==> src/sv/pee_pkg.sv <==
// package for the prefix expression evaluator: character codes, flag layout
// and the alu op codes and command struct shared between the modules
// no dependencies
`default_nettype none
package pee_pkg;

  localparam logic [7:0] ChPlus  = 8'h2b;
  localparam logic [7:0] ChMinus = 8'h2d;
  localparam logic [7:0] ChMul   = 8'h2a;
  localparam logic [7:0] ChDiv   = 8'h2f;
  localparam logic [7:0] ChPoint = 8'h2e;
  localparam logic [7:0] ChZero  = 8'h30;
  localparam logic [7:0] ChNine  = 8'h39;

  typedef enum logic [1:0] {
    OP_ADD = 2'd0,
    OP_SUB = 2'd1,
    OP_MUL = 2'd2,
    OP_DIV = 2'd3
  } op_e;

  typedef struct packed {
    logic saturated;
    logic stack_underflow;
    logic stack_overflow;
    logic div_by_zero;
  } flags_t;

  // command from the sequencer to the arithmetic unit
  typedef struct packed {
    logic start;
    op_e  op;
  } alu_cmd_t;

endpackage
`default_nettype wire

==> src/sv/pee_alu.sv <==
// shared multicycle arithmetic unit: add, subtract, multiply, divide in q format
// one shift-add or restoring-subtract step per cycle; depends on pee_pkg
`default_nettype none
module pee_alu import pee_pkg::*; #(
  parameter int W = 48,
  parameter int F = 16
) (
  input  wire logic         clk_i,
  input  wire logic         rst_ni,
  input  wire alu_cmd_t     cmd_i,
  input  wire logic [W-1:0] a_i,
  input  wire logic [W-1:0] b_i,
  output logic              done_o,
  output logic [W-1:0]      res_o,
  output logic              sat_o,
  output logic              dz_o
);

  localparam int CW = $clog2(W + F + 2);
  localparam int PW = 2 * W;
  localparam logic [W-1:0] VMax = {1'b0, {(W-1){1'b1}}};
  localparam logic [W-1:0] VMin = {1'b1, {(W-1){1'b0}}};

  logic          busy_q, busy_d;
  op_e           op_q, op_d;
  logic [CW-1:0] cnt_q, cnt_d;
  logic [W-1:0]  ma_q, ma_d, mb_q, mb_d;
  logic [PW-1:0] acc_q, acc_d;
  logic [W:0]    rem_q, rem_d;
  logic          neg_q, neg_d;
  logic          done_q, done_d;
  logic [W-1:0]  res_q, res_d;
  logic          sat_q, sat_d, dz_q, dz_d;

  logic [W-1:0] mag_a, mag_b;
  logic [W:0]   sum_ext;
  logic [W:0]   rem_sh;
  logic [PW-1:0] rnd;
  logic [W:0]    mag_r;
  logic          big;

  assign mag_a = a_i[W-1] ? (~a_i + 1'b1) : a_i;
  assign mag_b = b_i[W-1] ? (~b_i + 1'b1) : b_i;

  always_comb begin
    busy_d = busy_q;
    op_d   = op_q;
    cnt_d  = cnt_q;
    ma_d   = ma_q;
    mb_d   = mb_q;
    acc_d  = acc_q;
    rem_d  = rem_q;
    neg_d  = neg_q;
    done_d = 1'b0;
    res_d  = res_q;
    sat_d  = 1'b0;
    dz_d   = 1'b0;
    sum_ext = '0;
    rem_sh  = '0;
    rnd     = '0;
    mag_r   = '0;
    big     = 1'b0;
    if (cmd_i.start) begin
      op_d  = cmd_i.op;
      ma_d  = mag_a;
      mb_d  = mag_b;
      neg_d = a_i[W-1] ^ b_i[W-1];
      acc_d = '0;
      rem_d = '0;
      cnt_d = '0;
      if (cmd_i.op == OP_ADD || cmd_i.op == OP_SUB) begin
        sum_ext = (cmd_i.op == OP_ADD) ? ({a_i[W-1], a_i} + {b_i[W-1], b_i})
                                       : ({a_i[W-1], a_i} - {b_i[W-1], b_i});
        done_d = 1'b1;
        if (sum_ext[W] != sum_ext[W-1]) begin
          sat_d = 1'b1;
          res_d = sum_ext[W] ? VMin : VMax;
        end else begin
          res_d = sum_ext[W-1:0];
        end
      end else if (cmd_i.op == OP_DIV && mag_b == '0) begin
        done_d = 1'b1;
        dz_d   = 1'b1;
        res_d  = a_i[W-1] ? VMin : VMax;
      end else begin
        busy_d = 1'b1;
      end
    end else if (busy_q) begin
      if (op_q == OP_MUL) begin
        // one multiplier bit per cycle, lsb first
        if (cnt_q == CW'(W)) begin
          rnd = acc_q + PW'(1) << (F - 1);
          rnd = (acc_q + (PW'(1) << (F - 1))) >> F;
          big = |rnd[PW-1:W];
          mag_r = {1'b0, rnd[W-1:0]};
          busy_d = 1'b0;
          done_d = 1'b1;
        end else begin
          if (mb_q[cnt_q[$clog2(W)-1:0]]) begin
            acc_d = acc_q + (PW'(ma_q) << cnt_q);
          end
          cnt_d = cnt_q + 1'b1;
        end
      end else begin
        // restoring division, W + F quotient bits, msb first
        if (cnt_q == CW'(W + F)) begin
          big = |acc_q[PW-1:W];
          mag_r = {1'b0, acc_q[W-1:0]};
          busy_d = 1'b0;
          done_d = 1'b1;
        end else begin
          if (cnt_q < CW'(W)) begin
            rem_sh = {rem_q[W-1:0], ma_q[W-1 - cnt_q[$clog2(W)-1:0]]};
          end else begin
            rem_sh = {rem_q[W-1:0], 1'b0};
          end
          if (rem_sh >= {1'b0, mb_q}) begin
            rem_d = rem_sh - {1'b0, mb_q};
            acc_d = {acc_q[PW-2:0], 1'b1};
          end else begin
            rem_d = rem_sh;
            acc_d = {acc_q[PW-2:0], 1'b0};
          end
          cnt_d = cnt_q + 1'b1;
        end
      end
      if (done_d) begin
        if (neg_q) begin
          if (big || mag_r > {1'b0, VMin}) begin
            sat_d = 1'b1;
            res_d = VMin;
          end else begin
            res_d = ~mag_r[W-1:0] + 1'b1;
          end
        end else begin
          if (big || mag_r > {1'b0, VMax}) begin
            sat_d = 1'b1;
            res_d = VMax;
          end else begin
            res_d = mag_r[W-1:0];
          end
        end
      end
    end
  end

  always_ff @(posedge clk_i or negedge rst_ni) begin
    if (!rst_ni) begin
      busy_q <= 1'b0;
      done_q <= 1'b0;
      sat_q  <= 1'b0;
      dz_q   <= 1'b0;
    end else begin
      busy_q <= busy_d;
      done_q <= done_d;
      sat_q  <= sat_d;
      dz_q   <= dz_d;
    end
  end

  always_ff @(posedge clk_i) begin
    op_q  <= op_d;
    cnt_q <= cnt_d;
    ma_q  <= ma_d;
    mb_q  <= mb_d;
    acc_q <= acc_d;
    rem_q <= rem_d;
    neg_q <= neg_d;
    res_q <= res_d;
  end

  assign done_o = done_q;
  assign res_o  = res_q;
  assign sat_o  = sat_q;
  assign dz_o   = dz_q;

`ifndef SYNTH
  a_no_start_busy: assert property (@(posedge clk_i) disable iff (!rst_ni)
    busy_q |-> !cmd_i.start) else $error("alu started while busy");
  a_done_idle: assert property (@(posedge clk_i) disable iff (!rst_ni)
    done_q |-> !busy_q) else $error("alu done while busy");
  a_dz_done: assert property (@(posedge clk_i) disable iff (!rst_ni)
    dz_q |-> done_q) else $error("divide flag without done");
`endif

endmodule
`default_nettype wire

==> config.mk <==
export PLATFORM = sky130hd
export DESIGN_NAME = pee_alu
export DESIGN_NICKNAME = d
export VERILOG_FILES = /design/src/sv/pee_pkg.sv /design/src/sv/pee_alu.sv
export SDC_FILE = /design/constraint.sdc
export NUM_CORES = 2
export LEC_CHECK = 0
export BUFFER_PORTS_ARGS = -buffer_cell sky130_fd_sc_hd__buf_2
export CAP_MARGIN = 30
export CORE_MARGIN = 3
export CORE_UTILIZATION = 45
export DETAILED_ROUTE_END_ITERATION = 12
export PLACE_DENSITY = 0.72
export SLEW_MARGIN = 20
export SYNTH_ARGS = -nofsm -noshare
export SYNTH_HDL_FRONTEND = slang
export SYNTH_SLANG_ARGS = --single-unit
export TNS_END_PERCENT = 5
==> constraint.sdc <==
create_clock -name clk_i -period 7.2 [get_ports clk_i]
set_clock_uncertainty 0.2 [all_clocks]
set_input_delay 1.44 -clock clk_i [delete_from_list [all_inputs] [get_ports clk_i]]
set_output_delay 1.44 -clock clk_i [all_outputs]
set_load 0.1 [all_outputs]
# Word level (Yosys, flattened, before mapping)
# Index checks and enable logic that the tools add are counted.
[totals] ff_bits=302 input_bits=101 output_inout_bits=51 word_cells=131
[classes] n_addsub=10 order_cmp=6 n_eq_ne=12 n_shift=1 muxes=68 n_bitwise=6 reduce_logical=15
[ops] op="two-way mux 48 bit" count=15
[ops] op="two-way mux 49 bit" count=8
[ops] op="two-way mux 96 bit" count=4
[ops] op="adder 48 x 1 -> 48 bit (second input constant)" count=3
[ops] op="inverter 48 bit" count=3
[ops] op="adder 96 x 16 -> 96 bit (second input constant)" count=1
[ops] op="adder 96 bit" count=1
[ops] op="<< shifter 48 x 7 -> 96 bit" count=1
[ops] op="adder 48 x 48 -> 49 bit" count=1
[ops] op="greater-or-equal comparator 49 x 48 -> 1 bit" count=1
[ops] op="greater-than comparator 49 x 47 -> 1 bit (second input constant)" count=1
[ops] op="greater-than comparator 49 x 48 -> 1 bit (second input constant)" count=1
[ops] op="subtractor 48 x 48 -> 49 bit" count=1
[ops] op="zero test 48 bit" count=1
[ops] op="OR reduction 48 bit" count=1
[ops] op="subtractor 48 bit" count=1
[ops] op="two-way mux 47 bit" count=1
[ops] op="two-way mux 1 bit" count=35
[ops] op="less-than comparator 32 x 7 -> 1 bit (second input constant)" count=1
[ops] op="OR reduction 32 bit" count=1
[ops] op="two-way mux 7 bit" count=3
[ops] op="binary-select mux 1 bit (select 6 bit)" count=2
[ops] op="AND reduction 3 bit" count=3
[ops] op="inequality test 2 bit (second input constant)" count=4
[ops] op="other kinds (19)" count=24

# Longest topological paths before layout
[depth] ltp_word=12 depth_mapped=27

# Worst setup path after synthesis
# OpenSTA, ideal clock, no wires.
[synth_timing] path_kind="input to register" from="input b_i[4]" to="register res_q[12], in the netlist res_o[12] (data pin)" setup_time_ps=271 t_arrival_ps=6540 path_slack_ps=189 stages=22 n_path_buf=3 path_cell_list="or3_1 or4_1 clkbuf_1 nand2b_1 or4_1 o31ai_1 xnor2_1 ha_1 clkbuf_1 and4_1 and2_1 a32oi_1 nand2_1 o21ai_0 o21ai_0 o21ai_0 o211ai_1 xor2_1 a31oi_1 a21boi_1 buf_2 o211ai_1"
[synth_between] elab_chain_cells=6 word_cells_on_any_way=8 cone_classes="add/sub (2); eq/ne (1); mux (5)"
[synth_lines] item="from (decl)" line="pee_alu.sv:12" rtl="input wire logic [W-1:0] b_i,"
[synth_lines] item="subtractor 48 x 48 -> 49 bit or adder 48 x 48 -> 49 bit (tied branches)" line="pee_alu.sv:73, pee_alu.sv:72"
[synth_lines] item="two-way mux 49 bit (*)" line="pee_alu.sv:72" rtl="sum_ext = (cmd_i.op == OP_ADD) ? ({a_i[W-1], a_i} + {b_i[W-1], b_i})"
[synth_lines] item="two-way mux 48 bit or inequality test 1 bit (tied branches)" line="pee_alu.sv:77, pee_alu.sv:75"
[synth_lines] item="two-way mux 48 bit (*)" line="pee_alu.sv:75" rtl="if (sum_ext[W] != sum_ext[W-1]) begin"
[synth_lines] item="two-way mux 48 bit (*)" line="pee_alu.sv:71" rtl="if (cmd_i.op == OP_ADD || cmd_i.op == OP_SUB) begin"
[synth_lines] item="two-way mux 48 bit (*)" line="pee_alu.sv:63" rtl="if (cmd_i.start) begin"
[synth_lines] item="via res_d[12]" line="pee_alu.sv:32" rtl="logic [W-1:0] res_q, res_d;"
[synth_lines] item="to (signal assigned)" line="pee_alu.sv:169" rtl="res_q <= res_d;"
[synth_lines] item="to (decl)" line="pee_alu.sv:32"
# Mark *: on every way through the listed nets, which the timed path passes. The rest lies on a longest branch.
# A chain may end at the register's enable or synchronous reset.

# Final worst setup path
[layout_timing] from="register cnt_q[0]" to="register acc_q[88]"
[layout_between] elab_chain_cells=5 word_cells_on_any_way=13 cone_classes="add/sub (1); eq/ne (5); shift (1); mux (5); reduce/logical (1)"
[layout_lines] item="from (decl)" line="pee_alu.sv:26" rtl="logic [CW-1:0] cnt_q, cnt_d;"
[layout_lines] item="from (signal assigned)" line="pee_alu.sv:163" rtl="cnt_q <= cnt_d;"
[layout_lines] item="<< shifter 48 x 7 -> 96 bit" line="pee_alu.sv:100" rtl="acc_d = acc_q + (PW'(ma_q) << cnt_q);"
[layout_lines] item="adder 96 bit" line="pee_alu.sv:100"
[layout_lines] item="two-way mux 96 bit" line="pee_alu.sv:99" rtl="if (mb_q[cnt_q[$clog2(W)-1:0]]) begin"
[layout_lines] item="two-way mux 96 bit" line="pee_alu.sv:91" rtl="if (cnt_q == CW'(W)) begin"
[layout_lines] item="two-way mux 96 bit" line="pee_alu.sv:89" rtl="if (op_q == OP_MUL) begin"
[layout_lines] item="to (signal assigned)" line="pee_alu.sv:166" rtl="acc_q <= acc_d;"
[layout_lines] item="to (decl)" line="pee_alu.sv:28" rtl="logic [PW-1:0] acc_q, acc_d;"
# Several ways; a longest one is shown, not always the timed one. The select of a mux whose other input is x is not followed.

==> summary.txt <==
Status
  – Status: completed

CTS
  – CTS Sinks: 302
  – TritonCTS Buffers: 39
  – Number of buffers on the longest clock path: 3
  – Post-CTS setup buffer count: 0
  – TritonCTS clock tree: done
  – Clock Root Buffer: clkbuf_16
  – Clk Latency, worst-skew pair: 0.59 ns
  – Clock-pin slew on the worst setup and hold paths: ~0.060 ns
  – CTS H-tree lvls: 2

Floorplanning
  – Die width: 285 um
  – Die area: about 0.081 mm2
  – Placeable Area: 0.0766 mm2
  – Die Y: roughly 290 um
  – Initial Utilization: 0.459
  – # rows: 101
  – IO Count: ~150

Global routing
  – Largest net degree at the start of global routing: ~160
  – Gr usage total: 0.333
  – First-pass GRT wire length: 210 mm
  – Congestion Overflow GR: 0
  – Number of global-route vias before repair: 33300
  – Antenna violations before repair: 20

Synthesis
  – Mapped Area: 0.0351 mm2
  – Total nets after synthesis: 4968
  – Syn. warnings: 0
  – Syn Area/Cell: 7.53 um2
  – Ys async rst share: 0.0132
  – Mapped Cells: roughly 4700
  – #FFs+latches synth: 302
  – Yosys cell types: 89
  – Primary FF master, synth: dfxtp_1
  – Register area share after synthesis: 0.215
  – Number of synthesized flops with an enable pin: 147

Drt
  – Vias per cell: 6.49
  – WL final: around 140 mm
  – Per-cell routed wire length: about 25 um
  – Antenna Nets Post-Route: 0
  – Via count: roughly 37000
  – DRC: 0
  – First-pass iteration count of the detailed router: 9
  – 1st-iter DRT viols: about 4700

Placement
  – RePlAce Congestion: between 1 and 1.5
  – Number of port buffers: between 150 and 200
  – Dpl hpwl: 113 mm
  – Pre-CTS WS: -0.0610 ns
  – Dpl cell area: 0.0367 mm2

Finish
  – # nets final: 4918
  – Fill cells: 7673
  – Commonest non-fill, non-tap cell in the layout: nand2_1
  – Final Cell Area: around 0.038 mm2
  – Most frequent cells in the layout: nand2_1, nor2_1, a21oi_1, xnor2_1, o21ai_0
  – Area Overhead vs Synth: 8.57%
  – Share of cells above drive strength 1: 0.103
  – Post-layout util: 0.498

Critical path
  – Setup CP Type: reg -> reg
  – Startpoint Class: register
  – Worst setup EP type: register
  – CP required: 7.43 ns
  – Data arrival time of the worst path: 7.00 ns
  – CP max-delay cell: dfxtp_4
  – Flop-to-flop setup slack: 0.43 ns
  – Reg2Reg Depth: 21
  – Crit-path cells: buf_6 -> mux4_2 -> mux2_2 -> o21ai_0 -> mux2i_1 -> nor2_1 -> a211oi_1 -> ha_1 -> and4_1 -> nand2_1 -> nor2_1 -> nand4_1 -> a31oi_1 -> o21ai_0 -> o31ai_1 -> buf_4 -> a31oi_1 -> o31a_1 -> o31ai_1 -> xnor2_1 -> a2111oi_0
  – CP max stage delay: between 0.6 and 0.7 ns
  – Worst-path fanout max: 27

Timing
  – Final min period: 6.77 ns
  – Worst setup margin: roughly 0.43 ns
  – Final Hold Violating Endpoints: 0
  – Max-slew violations: 0
  – Setup violators final: 0
  – Hold WS: about 0.29 ns
  – Peak Freq: 148 MHz
  – Final period util: 0.941
  – RSZ-0062 raised after global routing: false
  – Slew margin rel.: 0.261
  – Setup TNS: 0 ns
  – Worst-Margin Slew: 1.10 ns

Power
  – PD cells: 235 mW/mm2
  – Worst vdd ir: 177 uV
  – Leakage Power: 15.2 nW

Run
  – Max_cap viols: 0

Hold path
  – Hold Crit Class: reg -> reg
  – Hold path depth: 2
==> flip-flops by register name (all words and copies together), names as in the netlist <==
signal / count
res_o: 48
sat_o: 1
cnt_q: 7
op_q: 2
busy_q: 1
rem_q: 48
ma_q: 48
done_o: 1
acc_q: 96
dz_o: 1
mb_q: 48
neg_q: 1
==> per-layer routing <==
layer  share of wire  up-vias  global-route usage  wire, um
li1                -    17200                   -         -
met1            0.42    17400               0.458     59600
met2            0.42     1971               0.488     59300
met3            0.11      315              0.0728     15000
met4           0.058       10               0.167      8290
met5         0.00051        -                   0        73
==> report_power, final <==
part	total [mW]	switching, mW	internal (mW)	leakage [nW]
registers	2.51	0.421	2.09	2.72
logic	4.40	2.78	1.62	11.8
clock network	2.04	0.866	1.17	0.630
==> synth_stat cells, drive strengths merged, types with 60 or more instances <==
library cell  instances  area [um2]
edfxtp              147        4410
mux2i                88         881
a21oi               315        1580
dfxtp               151        3020
inv                 141         529
ha                  203        2540
a21o                103         773
buf                  71         302
nand2               575        2160
nor4                 60         430
nand3                98         490
o21ai               264        1320
xnor2               266        2330
a311oi               70         613
o211ai               84         631
nor2                491        1840
nor3                116         591
nand4               114         732
clkbuf              273        1030
xor2                105         920
or3                  70         473
a211oi              106         796
==> cells by family after synthesis <==
group	count (synthesis)	share of synthesized area
and+or+nand+nor	1789	0.244
AOI/OAI and AO/OA	1336	0.252
buffers and inverters	485	0.0530
xor gates and xnor gates	371	0.0925
DFF	302	0.215
adders and majority gates	206	0.0740
muxes	172	0.0693
==> layout make-up <==
cell class | instances | area (um2) | area share
Antenna cell | 15 | 37.5 | 0.000985
Clock buffer | 48 | 1060 | 0.0278
Clock inverter | 24 | 249 | 0.00653
Inverter | 141 | 529 | 0.0139
Multi-Input combinational cell | 3874 | 25800 | 0.677
Sequential cell | 302 | 7550 | 0.198
Tap cell | 1030 | 1290 | 0.0338
Timing Repair Buffer | 253 | 1610 | 0.0423
==> metrics by stage <==
| stage | power (mW) | std cells |
|---|---|---|
| 6_report | 8.95 | 5687 |
| 5_1_grt | 9.41 | 5678 |
| 4_1_cts | 8.83 | 5670 |
| 3_5_place_dp | 6.78 | 5598 |
| 3_3_place_gp | 6.78 | 5598 |
| 2_1_floorplan | 5.48 | 4661 |
==> final timing paths <==
| kind | startpoint | to |
|---|---|---|
| max in group asynchronous | rst_ni | busy_q |
| hold reg to reg | rem_q[29] | rem_q[29] |
| hold / removal | rem_q[29] | rem_q[29] |
| setup reg to reg | cnt_q[0] | acc_q[88] |
| setup / recovery | cnt_q[0] | acc_q[88] |
| min in group asynchronous | rst_ni | dz_o |
==> worst max-delay path, delay by kind of cell, from the launching register on <==
family | cells | cell delay (ns)
muxes | 3 | 1.09
and+or+nand+nor | 5 | 0.82
xor gates and xnor gates | 1 | 0.11
buffers and inverters | 2 | 0.53
DFF | 1 | 0.62
adders and majority gates | 1 | 0.50
AOI/OAI and AO/OA | 9 | 2.74
==> repair_timing <==
| action | 4_1_cts | 5_1_grt |
|---|---|---|
| gates resized for setup | 0 | 2 |
| hold buffers | 0 | 0 |
| setup endpoints to repair | 0 | 2 |
No activity file was read; power rests on OpenSTA's default activity.
